**src/mfek_ram.sv**
```systemverilog
// ----------------------------------------------------------------------------
// mfek_ram: generic single write port ram
// One write and one registered read per cycle.
// ----------------------------------------------------------------------------
`timescale 1ns / 1ps

module mfek_ram #(
  parameter int WIDTH = 8,
  parameter int DEPTH = 16
) (
  input  logic                     clk_i,
  input  logic                     we_i,
  input  logic [$clog2(DEPTH)-1:0] waddr_i,
  input  logic [WIDTH-1:0]         wdata_i,
  input  logic [$clog2(DEPTH)-1:0] raddr_i,
  output logic [WIDTH-1:0]         rdata_o
);

  logic [WIDTH-1:0] mem_q [DEPTH];

  // write port and registered read
  always_ff @(posedge clk_i) begin
    if (we_i) begin
      mem_q[waddr_i] <= wdata_i;
    end
    rdata_o <= mem_q[raddr_i];
  end

endmodule

```
**config.mk**
```make
export PLATFORM = sky130hd
export DESIGN_NAME = mfek_ram
export DESIGN_NICKNAME = d
export VERILOG_FILES = /design/src/mfek_ram.sv
export SDC_FILE = /design/constraint.sdc
export NUM_CORES = 1
export LEC_CHECK = 0
export BUFFER_PORTS_ARGS = -buffer_cell sky130_fd_sc_hd__buf_2
export CORE_UTILIZATION = 50
export CTS_BUF_LIST = sky130_fd_sc_hd__clkbuf_8
export DETAILED_ROUTE_END_ITERATION = 6
export GPL_ROUTABILITY_DRIVEN = 0
export PLACE_DENSITY = 0.67
export REMOVE_ABC_BUFFERS = 1
export SLEW_MARGIN = 20
export SYNTH_ARGS = -nofsm -noshare
export SYNTH_HDL_FRONTEND = slang
export SYNTH_SLANG_ARGS = --single-unit
export TNS_END_PERCENT = 5
```
**constraint.sdc**
```tcl
create_clock -name clk_i -period 3.6 [get_ports clk_i]
set_input_delay 0.18 -clock clk_i [delete_from_list [all_inputs] [get_ports clk_i]]
set_output_delay 0.18 -clock clk_i [all_outputs]
set_load 0.01 [all_outputs]
```
* Yosys cells after proc, flatten, opt, wreduce, memory -nomap -nowiden
Memory sizes are Yosys's and may differ from the RTL's. A register that Yosys moved wholly into a read port is not among the register bits. Cells that the tools add are included.
Cells by class: mux-type cells 2
Operators with widths (number):
- $mux W1 | 2
Word-level totals: output and inout port bits 8, memory bits (writable) 128, memories kept 1, register bits after elaboration 0, word-level logic and storage cells 3
Memory list:
- mem_q | depth 16, width 8, read ports 1, clocked after Yosys merged registers in 1, write ports 1, RTL line 19 | logic [WIDTH-1:0] mem_q [DEPTH];

* Longest topological paths before layout
depth after elaboration 2, depth in mapped cells 5

* Worst setup path before layout
OpenSTA, ideal clock, no wires.
path kind input to register, from input waddr_i[2], to memory mem_q[0][0], enable pin, arrival time 1.290 ns, data required time 3.217 ns, buffers on the path 0, library setup time 0.383 ns, slack 1.927 ns, cell stages on the path 2, cell sequence or3b_2 -> nor3_1
RTL lines:
- start, declared | RTL line 13 | input logic [$clog2(DEPTH)-1:0] waddr_i,
- end, declared | RTL line 19
Straight into the memory's write port.

==> flow_summary.toml <==
[clock_network]
cts_buffers = 17
cts_setup_buffers = 0
cts_tree = "yes"
insertion_delay_ps = 420
htreeDepth = 4
cts_buffer_depth = 2
cts_sinks = 136
cts_resized = 0
clockRootBuffer = "clkbuf_8"
path_clk_slew_ps = 80
holdBufCountCts = 0

[worst_setup_path]
arrival_ps = 1750
critical_path.startpoint_type = "input port"
regToRegSetupSlack_ps = 2250
worstSetupPathType = "in2reg"
r2r_cells = 3
r2r_start = "mem_q[3][7]"
r2r_end = "rdata_o[7]"
required_ps = 3900
worstPathMaxFanout = 14
crit_start = "raddr_i[0]"
crit_path_end_kind = "flip-flop"

[synthesis]
avgSynthCellArea_sq_um = 22.5
synth_top_area_cell = "edfxtp_1"
yosys.area.top_type_share_pct = 74.7
ys_seq_elements = 136
syn-cell-area_sq_mm = 0.00515
yosysUniqueCellTypes = 19
yosys-top-cells-area = "edfxtp_1 (75%), mux4_2 (7.9%), mux4_1 (7.1%), dfxtp_1 (3.1%), a22oi_1 (2.3%)"
synth_warnings = 0
synth_seq_area_share_pct = 77.8
syn_inst = 229

[final_layout]
fin_cells = 414
final_layout_size_suffix_gt1_share_pct = 28.5
diodes = 0
layout.nets = 286
fillers = 704
final_cell_mix = "edfxtp_1 (128), buf_2 (25), mux4_2 (18)"
layout_commonest_cell = "edfxtp_1"
final-seq-area_sq_mm = 0.00400
multi_input_area_sq_mm = 0.00106
area_delta_synth_final_pct = 13.2

[drt]
wl_per_cell_um = 22.3
drc = 0
drt-total-wl_mm = 9.22
vias = 2335
drt-initial-drc-count = 160
postRouteAntennaNets = 0
firstDrtPassIters = 4
routed_via_density = 5.64

[global_routing]
grt_remaining_overflow = 0
grt_pass1_wl_mm = 14.2
grt_start_max_net_pins = 33
antenna_found_initial = 0
groute.usage.overall_pct = 20.1
grt_pass1_vias = 2407

[floorplan]
pin_count = 26
num_rows = 36
die_h_um = 103
start_util_pct = 52.2
core_area_sq_mm = 0.00986
die_x_um = 103
dieArea_sq_mm = 0.0107

[run_status]
status = "finished clean"

[hold_path]
holdPathEnd = "mem_q[4][4]"
min_path_type = "in2reg"
hold_start = "wdata_i[4]"
whs_path_depth = 1

[sta]
setup_viol = 0
grt_setup_unrepaired = "false"
tightestPinTransition_ps = 1080
hold_violations = 0
max_freq_mhz = 686
totalNegativeSetupSlack_ps = 0
post-route-min-period_ps = 1460
clock-skew-final_ps = 12.8
fin_crit_sh_pct = 40.5
slew_viol_final = 0
maxSlewHeadroom_pct = 27.7

[placement]
dp_cells = 382
dp_hpwl_mm = 5.72
io_buffers = 25

[power_and_ir_drop]
p_per_area_mw_per_mm2 = 562
vdd_drop_max_mv = 0.245
p_leak_nw = 1.93

[flow_run]
max_cap_violations = 0
flip-flops by register name, indices dropped and copies added, names as in the netlist:
register and count:
rdata_o 8, mem_q 128
report_power, final:
part	total [W]	leakage (nW)	switching (W)	internal, W
combinational	0.000154	0.497	0.0000889	0.0000649
sequential	0.00178	1.22	0.0000114	0.00177
clock	0.00135	0.212	0.000587	0.000759
total	0.00328	1.93	0.000687	0.00259
worst max-delay path by stage:
stage	to	slack, ps	cells past startpoint
floorplan	mem_q[0][0]	1930	2
global placement	rdata_o[0]	1670	5
detailed placement	rdata_o[0]	1680	5
CTS	rdata_o[0]	2130	5
global route	rdata_o[0]	2030	5
finish	rdata_o[1]	2140	5
logic make-up after synthesis:
logic type	count (synthesis)	share of synthesized area (%)
flip-flops	136	77.8
AND/OR/NAND/NOR	35	3.18
AO/OA/AOI/OAI	16	2.33
multiplexers	32	15.0
buffers and inverters	10	1.68
worst max-delay path: stages:
cell     delay (ps)
buf_2           290
buf_4           340
mux4_1          590
a22oi_1         250
nand2_1          90
stage by stage:
stage               worst slack (ps)  hold WS, ps  utilization [%]  instance area, sq um  total power, W
global route                    2030          115             59.1                  5830         0.00339
global placement                1670          569             54.7                  5400         0.00197
detailed placement              1680          574             54.7                  5400         0.00197
finish                          2140          139             59.1                  5830         0.00328
CTS                             2130          121             59.1                  5830         0.00330
floorplan                       1930          279                -                  5060         0.00189
cells in the mapped netlist, drive strengths merged:
cell type	instances
a22oi	16
and2	1
and2b	1
buf	7
clkdlybuf4s25	3
dfxtp	8
edfxtp	128
mux4	32
nand2	9
nand2b	2
nand3	1
nand3b	2
nor2	13
nor2b	1
nor3	4
or3b	1
final cells by class:
type                       instances  area share [%]
clock buffer                      17            4.01
clock inverter                    15            3.43
multi-input combinational         83            18.2
sequential                       136            68.7
tap                              133            2.85
timing repair buffer              30            2.79
per-layer routing:
metal / routed length (um) / global-route usage, %
met1: 3950 / 28.7
met2: 4390 / 30.1
met3: 823 / 5.91
met4: 50 / 6.39
met5: 0 / 0
Note: power is estimated with default switching activity, not from simulation.
